$ cat config.mk
export PLATFORM = sky130hd
export DESIGN_NAME = interval_cluster_column_assign_flat
export DESIGN_NICKNAME = d
export VERILOG_FILES = /design/src/rtl/icca_pkg.sv /design/src/rtl/icca_if.sv /design/src/rtl/icca_ram.sv /design/src/rtl/interval_cluster_column_assign.sv /design/src/flat_wrapper.sv
export SDC_FILE = /design/constraint.sdc
export NUM_CORES = 2
export LEC_CHECK = 0
export BUFFER_PORTS_ARGS = -buffer_cell sky130_fd_sc_hd__buf_2
export CAP_MARGIN = 25
export CORE_MARGIN = 4
export CORE_UTILIZATION = 62
export CTS_CLUSTER_SIZE = 30
export DETAILED_ROUTE_END_ITERATION = 6
export GPL_ROUTABILITY_DRIVEN = 0
export PLACE_DENSITY = 0.83
export REMOVE_ABC_BUFFERS = 1
export SLEW_MARGIN = 15
export SYNTH_ARGS = -nofsm -noshare
export SYNTH_HDL_FRONTEND = slang
export SYNTH_SLANG_ARGS = --single-unit
$ cat constraint.sdc
create_clock -name clk_i -period 7.7 [get_ports clk_i]
set_clock_uncertainty 0.1 [all_clocks]
set_input_delay 0.385 -clock clk_i [delete_from_list [all_inputs] [get_ports clk_i]]
set_output_delay 0.385 -clock clk_i [all_outputs]
set_load 0.03 [all_outputs]
$ cat src/rtl/icca_pkg.sv
// Package: constants, types and state codes for the interval column assign block.
`default_nettype none
package icca_pkg;
  localparam int unsigned MaxEntriesDef = 32;
  localparam int unsigned StartW = 17;
  localparam int unsigned EndW = 18;
  localparam int unsigned IdxW = 5;
  localparam int unsigned CntW = 6;
  localparam logic [EndW-1:0] DaySeconds = 18'd86400;

  typedef enum logic [3:0] {
    ST_LOAD,
    ST_SORT_KEY,
    ST_SORT_CMP,
    ST_CL_RD,
    ST_CL_CHK,
    ST_COL_RD,
    ST_COL_ENT,
    ST_COL_CHK,
    ST_OUT_RD,
    ST_OUT_EMIT
  } state_e;

  // Reduce a 17-bit value below one day.
  function automatic logic [StartW-1:0] wrap17(input logic [StartW-1:0] v);
    logic [EndW-1:0] w;
    w = {1'b0, v};
    if (w >= DaySeconds) w = w - DaySeconds;
    return w[StartW-1:0];
  endfunction

  // End of an interval, pushed past midnight when it wraps.
  function automatic logic [EndW-1:0] calc_end(input logic [StartW-1:0] s,
                                               input logic [StartW-1:0] d);
    logic [EndW-1:0] t;
    t = {1'b0, s} + {1'b0, d};
    if (t >= DaySeconds) t = t - DaySeconds;
    if (t < {1'b0, s}) t = t + DaySeconds;
    return t;
  endfunction
endpackage
`default_nettype wire

$ cat src/rtl/icca_if.sv
// Handshake channel interfaces for items and results.
`default_nettype none
interface icca_in_if;
  logic valid;
  logic ready;
  logic [16:0] start_seconds;
  logic [16:0] duration_seconds;
  logic last_entry;
  modport source (output valid, start_seconds, duration_seconds, last_entry, input ready);
  modport sink (input valid, start_seconds, duration_seconds, last_entry, output ready);
endinterface

interface icca_out_if;
  logic valid;
  logic ready;
  logic [4:0] entry_index;
  logic [4:0] column;
  logic [5:0] column_count;
  logic entries_dropped;
  logic last_result;
  modport source (output valid, entry_index, column, column_count, entries_dropped,
                  last_result, input ready);
  modport sink (input valid, entry_index, column, column_count, entries_dropped,
                last_result, output ready);
endinterface
`default_nettype wire

$ cat src/rtl/icca_ram.sv
// Generic single-port-write, single-port-read RAM with registered read.
`default_nettype none
module icca_ram #(
  parameter int unsigned Width = 8,
  parameter int unsigned Depth = 32
) (
  input  wire logic                     clk_i,
  input  wire logic                     we_i,
  input  wire logic [$clog2(Depth)-1:0] waddr_i,
  input  wire logic [Width-1:0]         wdata_i,
  input  wire logic [$clog2(Depth)-1:0] raddr_i,
  output logic [Width-1:0]              rdata_o
);
  logic [Width-1:0] mem_q [Depth];
  always_ff @(posedge clk_i) begin
    if (we_i) mem_q[waddr_i] <= wdata_i;
    rdata_o <= mem_q[raddr_i];
  end
endmodule
`default_nettype wire

$ cat src/rtl/interval_cluster_column_assign.sv
// Top level: interval load, sort, clustering and first-fit column assignment.
// Load: one transfer per cycle while idle; the last item starts the layout pass.
// Sort: insertion sort by start; per entry a key fetch (SORT_KEY), then compare steps
//   (SORT_CMP) that shift larger entries up. Cluster scan reads entries in sorted order;
//   first fit tries columns from 0 upward for each entry; output emits one result per
//   entry and stalls under back-pressure. Input is held off until layout ends.
// Reset (async, active low) clears control only; RAM contents are undefined until written.
`default_nettype none
module interval_cluster_column_assign
  import icca_pkg::*;
#(
  parameter int unsigned MaxEntries = MaxEntriesDef
) (
  input wire logic    clk_i,
  input wire logic    rst_ni,
  icca_in_if.sink     in_i,
  icca_out_if.source  out_o
);
  localparam int unsigned AW = $clog2(MaxEntries);
  localparam int unsigned NW = $clog2(MaxEntries + 1);
  localparam int unsigned LdW = EndW + StartW;   // {end, start}
  localparam int unsigned OrdW = LdW + AW;       // {end, start, load index}

  state_e state_q, state_d;
  logic [NW-1:0] cnt_q, cnt_d;          // loaded count
  logic ovf_q, ovf_d;
  // sort: i outer, j inner; key is {end, start} of entry i
  logic [NW-1:0] i_q, i_d, j_q, j_d;
  logic key_new_q, key_new_d;           // key arrives from the load RAM this cycle
  logic [LdW-1:0] key_q, key_d;
  // cluster scan and first fit
  logic [NW-1:0] first_q, first_d, pos_q, pos_d, k_q, k_d;
  logic [EndW-1:0] cend_q, cend_d;
  logic [NW-1:0] ncol_q, ncol_d;
  logic [NW-1:0] c_q, c_d;
  logic [StartW-1:0] es_q, es_d;        // start of current entry in first fit
  logic [EndW-1:0] ee_q, ee_d;
  // output register
  logic ov_q, ov_d;
  logic [IdxW-1:0] oi_q, oi_d, oc_q, oc_d;
  logic [CntW-1:0] on_q, on_d;
  logic od_q, od_d, ol_q, ol_d;

  // RAMs: load data by load index; sorted order packed with start and end; column ends; assigned columns
  logic ld_we, ord_we, ce_we, ac_we;
  logic [AW-1:0] ld_wa, ld_ra, ord_wa, ord_ra, ce_wa, ce_ra, ac_wa, ac_ra;
  logic [LdW-1:0] ld_wd, ld_rd;
  logic [OrdW-1:0] ord_wd, ord_rd;
  logic [EndW-1:0] ce_wd, ce_rd;
  logic [AW-1:0] ac_wd, ac_rd;

  icca_ram #(.Width(LdW), .Depth(MaxEntries)) u_load (.clk_i, .we_i(ld_we),
    .waddr_i(ld_wa), .wdata_i(ld_wd), .raddr_i(ld_ra), .rdata_o(ld_rd));
  icca_ram #(.Width(OrdW), .Depth(MaxEntries)) u_order (.clk_i, .we_i(ord_we),
    .waddr_i(ord_wa), .wdata_i(ord_wd), .raddr_i(ord_ra), .rdata_o(ord_rd));
  icca_ram #(.Width(EndW), .Depth(MaxEntries)) u_colend (.clk_i, .we_i(ce_we),
    .waddr_i(ce_wa), .wdata_i(ce_wd), .raddr_i(ce_ra), .rdata_o(ce_rd));
  icca_ram #(.Width(AW), .Depth(MaxEntries)) u_assign (.clk_i, .we_i(ac_we),
    .waddr_i(ac_wa), .wdata_i(ac_wd), .raddr_i(ac_ra), .rdata_o(ac_rd));

  // Fields of the order word read last cycle.
  logic [AW-1:0] rd_idx;
  logic [StartW-1:0] rd_start;
  logic [EndW-1:0] rd_end;
  assign rd_idx   = ord_rd[AW-1:0];
  assign rd_start = ord_rd[AW +: StartW];
  assign rd_end   = ord_rd[AW+StartW +: EndW];

  // Current sort key: straight from the RAM on the first compare of an entry.
  logic [LdW-1:0] key_c;
  logic [StartW-1:0] key_start;
  assign key_c = key_new_q ? ld_rd : key_q;
  assign key_start = key_c[StartW-1:0];

  logic in_fire, out_fire;
  assign in_fire  = in_i.valid && in_i.ready;
  assign out_fire = out_o.valid && out_o.ready;
  assign in_i.ready = (state_q == ST_LOAD);
  assign out_o.valid = ov_q;
  assign out_o.entry_index = oi_q;
  assign out_o.column = oc_q;
  assign out_o.column_count = on_q;
  assign out_o.entries_dropped = od_q;
  assign out_o.last_result = ol_q;

  logic [StartW-1:0] s_in;
  logic [EndW-1:0] e_in;
  assign s_in = wrap17(in_i.start_seconds);
  assign e_in = calc_end(s_in, wrap17(in_i.duration_seconds));

  always_comb begin
    state_d = state_q; cnt_d = cnt_q; ovf_d = ovf_q;
    i_d = i_q; j_d = j_q; key_d = key_q; key_new_d = key_new_q;
    first_d = first_q; pos_d = pos_q; k_d = k_q; cend_d = cend_q;
    ncol_d = ncol_q; c_d = c_q; es_d = es_q; ee_d = ee_q;
    ov_d = ov_q; oi_d = oi_q; oc_d = oc_q; on_d = on_q; od_d = od_q; ol_d = ol_q;
    ld_we = 1'b0; ord_we = 1'b0; ce_we = 1'b0; ac_we = 1'b0;
    ld_wa = cnt_q[AW-1:0]; ld_wd = {e_in, s_in}; ld_ra = '0;
    ord_wa = '0; ord_wd = '0; ord_ra = '0;
    ce_wa = '0; ce_wd = ee_q; ce_ra = '0;
    ac_wa = '0; ac_wd = c_q[AW-1:0]; ac_ra = '0;
    if (out_fire) ov_d = 1'b0;
    unique case (state_q)
      ST_LOAD: begin
        if (in_fire) begin
          if (cnt_q < NW'(MaxEntries)) begin
            ld_we = 1'b1; cnt_d = cnt_q + 1'b1;
          end else begin
            ovf_d = 1'b1;
          end
          if (in_i.last_entry) begin
            i_d = '0; state_d = ST_SORT_KEY;
          end
        end
      end
      ST_SORT_KEY: begin
        // fetch entry i and order[i-1] together
        if (i_q == cnt_q) begin
          pos_d = '0; state_d = ST_CL_RD;
        end else begin
          ld_ra = i_q[AW-1:0]; ord_ra = AW'(i_q - 1'b1);
          j_d = i_q; key_new_d = 1'b1; state_d = ST_SORT_CMP;
        end
      end
      ST_SORT_CMP: begin
        // shift order[j-1] up while its start is above the key; equal starts stay
        key_d = key_c; key_new_d = 1'b0;
        ord_we = 1'b1; ord_wa = j_q[AW-1:0];
        if (j_q != '0 && rd_start > key_start) begin
          ord_wd = ord_rd; j_d = j_q - 1'b1;
          ord_ra = AW'(j_q - 2'd2);
        end else begin
          ord_wd = {key_c, i_q[AW-1:0]};
          i_d = i_q + 1'b1; state_d = ST_SORT_KEY;
        end
      end
      ST_CL_RD: begin
        // start a cluster at pos, or finish the run
        if (pos_q == cnt_q) begin
          state_d = ST_LOAD; cnt_d = '0; ovf_d = 1'b0;
        end else begin
          ord_ra = pos_q[AW-1:0]; first_d = pos_q; state_d = ST_CL_CHK;
        end
      end
      ST_CL_CHK: begin
        // entry joins while its start is strictly below the running end
        if (pos_q == first_q || {1'b0, rd_start} < cend_q) begin
          if (pos_q == first_q || rd_end > cend_q) cend_d = rd_end;
          pos_d = pos_q + 1'b1;
          if (pos_q + 1'b1 == cnt_q) begin
            k_d = first_q; ncol_d = '0; state_d = ST_COL_RD;
          end else begin
            ord_ra = AW'(pos_q + 1'b1);
          end
        end else begin
          k_d = first_q; ncol_d = '0; state_d = ST_COL_RD;
        end
      end
      ST_COL_RD: begin
        if (k_q == pos_q) begin
          k_d = first_q; state_d = ST_OUT_RD;
        end else begin
          ord_ra = k_q[AW-1:0]; state_d = ST_COL_ENT;
        end
      end
      ST_COL_ENT: begin
        es_d = rd_start; ee_d = rd_end; c_d = '0; ce_ra = '0;
        state_d = ST_COL_CHK;
      end
      ST_COL_CHK: begin
        // lowest column whose last end is at or before the start, else a new one
        if (c_q == ncol_q || ce_rd <= {1'b0, es_q}) begin
          if (c_q == ncol_q) ncol_d = ncol_q + 1'b1;
          ce_we = 1'b1; ce_wa = c_q[AW-1:0];
          ac_we = 1'b1; ac_wa = k_q[AW-1:0];
          k_d = k_q + 1'b1; state_d = ST_COL_RD;
        end else begin
          c_d = c_q + 1'b1; ce_ra = AW'(c_q + 1'b1);
        end
      end
      ST_OUT_RD: begin
        if (k_q == pos_q) begin
          state_d = ST_CL_RD;
        end else if (!ov_q || out_fire) begin
          ord_ra = k_q[AW-1:0]; ac_ra = k_q[AW-1:0]; state_d = ST_OUT_EMIT;
        end
      end
      ST_OUT_EMIT: begin
        ov_d = 1'b1; oi_d = IdxW'(rd_idx); oc_d = IdxW'(ac_rd);
        on_d = CntW'(ncol_q); od_d = ovf_q;
        ol_d = (k_q + 1'b1 == cnt_q);
        k_d = k_q + 1'b1; state_d = ST_OUT_RD;
      end
      default: state_d = ST_LOAD;
    endcase
  end

  always_ff @(posedge clk_i or negedge rst_ni) begin
    if (!rst_ni) begin
      state_q <= ST_LOAD; cnt_q <= '0; ovf_q <= 1'b0; ov_q <= 1'b0;
      i_q <= '0; j_q <= '0; key_new_q <= 1'b0; k_q <= '0; pos_q <= '0;
      first_q <= '0; ncol_q <= '0; c_q <= '0; cend_q <= '0;
    end else begin
      state_q <= state_d; cnt_q <= cnt_d; ovf_q <= ovf_d; ov_q <= ov_d;
      i_q <= i_d; j_q <= j_d; key_new_q <= key_new_d; k_q <= k_d; pos_q <= pos_d;
      first_q <= first_d; ncol_q <= ncol_d; c_q <= c_d; cend_q <= cend_d;
    end
  end

  always_ff @(posedge clk_i) begin
    key_q <= key_d; es_q <= es_d; ee_q <= ee_d;
    oi_q <= oi_d; oc_q <= oc_d; on_q <= on_d; od_q <= od_d; ol_q <= ol_d;
  end

  // Result valid and entry index hold while stalled.
  a_out_hold: assert property (@(posedge clk_i) disable iff (!rst_ni)
    out_o.valid && !out_o.ready |=> out_o.valid && $stable(out_o.entry_index))
    else $error("result changed under stall");
  // No input accepted during layout.
  a_no_load: assert property (@(posedge clk_i) disable iff (!rst_ni)
    state_q != ST_LOAD |-> !in_i.ready) else $error("load during layout");
  // Load count never exceeds capacity.
  a_cnt: assert property (@(posedge clk_i) disable iff (!rst_ni)
    cnt_q <= NW'(MaxEntries)) else $error("count overflow");
  // A new result is only loaded into an empty output register.
  a_emit_free: assert property (@(posedge clk_i) disable iff (!rst_ni)
    state_q == ST_OUT_EMIT |-> !out_o.valid) else $error("result overwritten");
endmodule
`default_nettype wire

$ cat src/flat_wrapper.sv
// flat-port wrapper written by rule: the top's interface ports become plain ports
module interval_cluster_column_assign_flat import icca_pkg::*;
#(
  parameter int unsigned MaxEntries = MaxEntriesDef
)
  (clk_i, rst_ni, in_i_valid, in_i_start_seconds, in_i_duration_seconds, in_i_last_entry, in_i_ready, out_o_valid, out_o_entry_index, out_o_column, out_o_column_count, out_o_entries_dropped, out_o_last_result, out_o_ready);
  icca_in_if in_i_i ();
  icca_out_if out_o_i ();
  input wire logic clk_i;
  input wire logic rst_ni;
  input wire logic [$bits(in_i_i.valid)-1:0] in_i_valid;
  input wire logic [$bits(in_i_i.start_seconds)-1:0] in_i_start_seconds;
  input wire logic [$bits(in_i_i.duration_seconds)-1:0] in_i_duration_seconds;
  input wire logic [$bits(in_i_i.last_entry)-1:0] in_i_last_entry;
  output wire logic [$bits(in_i_i.ready)-1:0] in_i_ready;
  output wire logic [$bits(out_o_i.valid)-1:0] out_o_valid;
  output wire logic [$bits(out_o_i.entry_index)-1:0] out_o_entry_index;
  output wire logic [$bits(out_o_i.column)-1:0] out_o_column;
  output wire logic [$bits(out_o_i.column_count)-1:0] out_o_column_count;
  output wire logic [$bits(out_o_i.entries_dropped)-1:0] out_o_entries_dropped;
  output wire logic [$bits(out_o_i.last_result)-1:0] out_o_last_result;
  input wire logic [$bits(out_o_i.ready)-1:0] out_o_ready;
  assign in_i_i.valid = in_i_valid;
  assign in_i_i.start_seconds = in_i_start_seconds;
  assign in_i_i.duration_seconds = in_i_duration_seconds;
  assign in_i_i.last_entry = in_i_last_entry;
  assign in_i_ready = in_i_i.ready;
  assign out_o_valid = out_o_i.valid;
  assign out_o_entry_index = out_o_i.entry_index;
  assign out_o_column = out_o_i.column;
  assign out_o_column_count = out_o_i.column_count;
  assign out_o_entries_dropped = out_o_i.entries_dropped;
  assign out_o_last_result = out_o_i.last_result;
  assign out_o_i.ready = out_o_ready;
  interval_cluster_column_assign #(.MaxEntries(MaxEntries)) u_core (.clk_i(clk_i), .rst_ni(rst_ni), .in_i(in_i_i), .out_o(out_o_i));
endmodule
==> metrics.txt <==
fillcell total between 10000 and 15000; post-synthesis sequential area ratio between 70% and 80%; die footprint approximately 0.23 mm²; vias in the first global route 87200; RSZ-0062 raised after global routing false; Setup Buffers After CTS 0; largest family of logic cells by synthesized area simple AND/OR/NAND/NOR gates; final std cells w/o fill 12600; Routed WL a little under 400 mm; Die X 479 µm; worst-margin pin slew 1.16 ns; initial antenna violation count 8; Synth area leaders edfxtp_1, mux4_2, nand2_1, or3_1, o21ai_0; Cell Area, Synth 0.137 mm²; layout cells sized above 1 14.6%; Skew-Pair Late Insertion Delay 1.00 ns; # port buffers between 50 and 60; I/O pin count 59; final hold viol count 0; multiplexer share of the synthesized area about 5.8%; largest net degree at the start of global routing 161; WP data arrival 8.14 ns; HPWL Detailed 200 mm; Post-DRT Antenna Nets 0; max-slew violation count 0; Critical Path RT about 8.4 ns; Yosys reg bits 3395; most frequent cells in the layout edfxtp_1, nand2_1, o21ai_0; clk slew on worst S/H paths 0.07 ns; Worst VDD drop 460 µV; Synth top area share ~70%; final setup fails 0; number of clock sinks 3395; row count roughly 170; Slew HR 22.7%; CP max FO 17; placed inst area about 0.14 mm²; fmax 134 MHz; Cell Pwr Density 371 mW/mm²; Net count, final 9535; gr ovfl total 0; area of the multi-input gates 0.0351 mm²; biggest area consumer among synthesized cells edfxtp_1; Critical Path Sink Type register; first-pass GRT wire length ~570 mm; Yosys warning count 0; Total GRT Usage 33.2%; 1st-pass router iterations 7; CTS buffer count 340; status complete, but fails checks; Post-synth EDFFs 3224; CORE AREA ~0.22 mm²; DR iter-0 viols 16600; Die Height 479 µm; clock root buffer clkbuf_16; Area Overhead vs Synth 12.1%; vias per cell 7.11; CTS tree built; Synth Area in Simple Gates 10.1%; Yosys cell types 86; hold slack between 0.06 and 0.07 ns; fin crit period 7.45 ns; Slowest-stage cell, CP xor2_2; most common library cell in the layout ignoring fill and taps edfxtp_1; adder-cell share of the synthesized area 1.02%; Startpoint Class primary input; Reg area 0.101 mm²; Critical Setup Path Class primary input to register; placed cells 12000; syn_area_per_cell between 10 and 15 µm²; crit-path max cell delay 0.76 ns; cell leakage power 52.2 nW; failing checks design-rule violations; FFs w/ async S/R, synth approximately 2.2%; Final Cell Area 0.154 mm²; wire per inst ~31 µm; prevailing post-synth register cell edfxtp_1; Crit path max-delay family compound AO/OA/AOI/OAI gates; CTS-repair resized insts 0; XOR/XNOR Fraction of Synth Area 0.602%; Tcrit/Tclk final 96.7%; Max Cap Viol 0; Via Count between 80000 and 90000; hold crit path type primary input to register; H-tree level count 5; initial core utilization between 60% and 70%; Clock Path Buffers 4; Bufs and invs on worst path 5; Residual DRC 2; Cells after Synth 9277; compound-gate portion of the synthesized area 7.24%
[layer usage]
| layer | up-vias | GRT usage, % | wire, µm |
|---|---|---|---|
| li1 | 36000 | - | - |
| met4 | 6 | 17.9 | 25100 |
| met5 | - | 0 | 34 |
| met1 | 43700 | 44.3 | 126000 |
| met2 | 8330 | 50.6 | 179000 |
| met3 | 1572 | 8.81 | 60200 |
[final timing paths]
| check | cells after the start | startpoint | slack, ns | to |
|---|---|---|---|---|
| worst max register to register | 17 | u_core.key_new_q | 0.85 | u_core.u_order.rdata_o[11] |
| worst min register to register | 0 | u_core.u_assign.rdata_o[3] | 0.30 | u_core.out_o.column[3] |
| worst min-delay path | 3 | in_i_start_seconds[16] | 0.07 | u_core.u_load.mem_q[31][16] |
| min in group asynchronous | 3 | rst_ni | 0.16 | u_core.pos_q[0] |
| max in group asynchronous | 3 | rst_ni | 6.65 | u_core.c_q[4] |
| worst max-delay path | 26 | in_i_start_seconds[0] | 0.25 | u_core.u_load.mem_q[12][32] |
[flip-flops by register name, indices dropped and copies added, names as in the netlist, 6 cells and up]
name,count
u_core.c_q,6
u_core.ce_wd,18
u_core.cend_q,18
u_core.cnt_q,6
u_core.es_q,17
u_core.first_q,6
u_core.i_q,6
u_core.j_q,6
u_core.k_q,6
u_core.key_q,35
u_core.ncol_q,6
u_core.out_o.column_count,6
u_core.pos_q,6
u_core.u_assign.mem_q,160
u_core.u_colend.mem_q,576
u_core.u_colend.rdata_o,18
u_core.u_load.mem_q,1120
u_core.u_load.rdata_o,35
u_core.u_order.mem_q,1280
u_core.u_order.rdata_o,40
[synth_stat cells, drive strengths merged (142+ instances only)]
master  count
mux4      276
a31oi     142
and3      243
nor2      248
a21oi     178
o21ai     453
a311oi    192
or3       447
clkbuf    565
o211ai    273
edfxtp   3224
nand3     263
nand2    1513
[where the power goes]
group / switching [mW] / internal (mW) / total (mW)
Combinational: 12.1 / 4.98 / 17.1
Clock: 6.88 / 9.30 / 16.2
Sequential: 0.886 / 23.0 / 23.8
[repair_timing]
item                                    in CTS  in global routing
hold endpoints to repair                   328                  0
endpoints found under the setup margin       0                  0
hold buffers                                12                  0
[final cells by class]
| cell class | instances | area share [%] |
|---|---|---|
| clock inverter | 163 | 0.977 |
| timing repair buffer | 407 | 2.33 |
| antenna | 4 | 0.00650 |
| tap | 2958 | 2.40 |
| multi-input combinational | 5141 | 22.8 |
| inverter | 100 | 0.247 |
| clock buffer | 428 | 5.96 |
| sequential | 3395 | 65.3 |
[kinds of logic after synthesis]
kind of cell               count (synthesis)
DFF                                     3395
and+or+nand+nor                         2977
AOI/OAI and AO/OA                       1524
buffers and inverters                    741
muxes                                    437
adders and majority gates                111
xor gates and xnor gates                  92
[per-stage QoR]
step / total power [mW] / TNS (ns) / setup slack [ns] / util, %
final: 57.1 / 0 / 0.255 / 70.0
after global routing: 58.9 / 0 / 0.0155 / 70.0
after CTS: 56.3 / 0 / 0.419 / 69.8
after detailed placement: 40.2 / -8.65 / -0.185 / 64.9
after global placement: 39.2 / -0.883 / -0.0281 / 64.7
after floorplan: 33.9 / -3445.96 / -23.30 / -
[worst reg2reg max path: stages, from the launching register on]
cell,delay [ns]
dfrtp_2,0.86
mux2i_1,0.73
ha_1,0.28
nand4_1,0.19
o21bai_1,0.25
a21o_1,0.19
a21oi_1,0.28
o31ai_4,0.12
buf_4,0.28
o31ai_1,0.57
a21o_4,0.56
buf_12,0.36
buf_4,0.60
nand2_1,0.17
and3_1,0.21
a311oi_1,0.26
a311oi_1,0.13
nor4_1,0.53
Power figures use the tool's default switching activity.
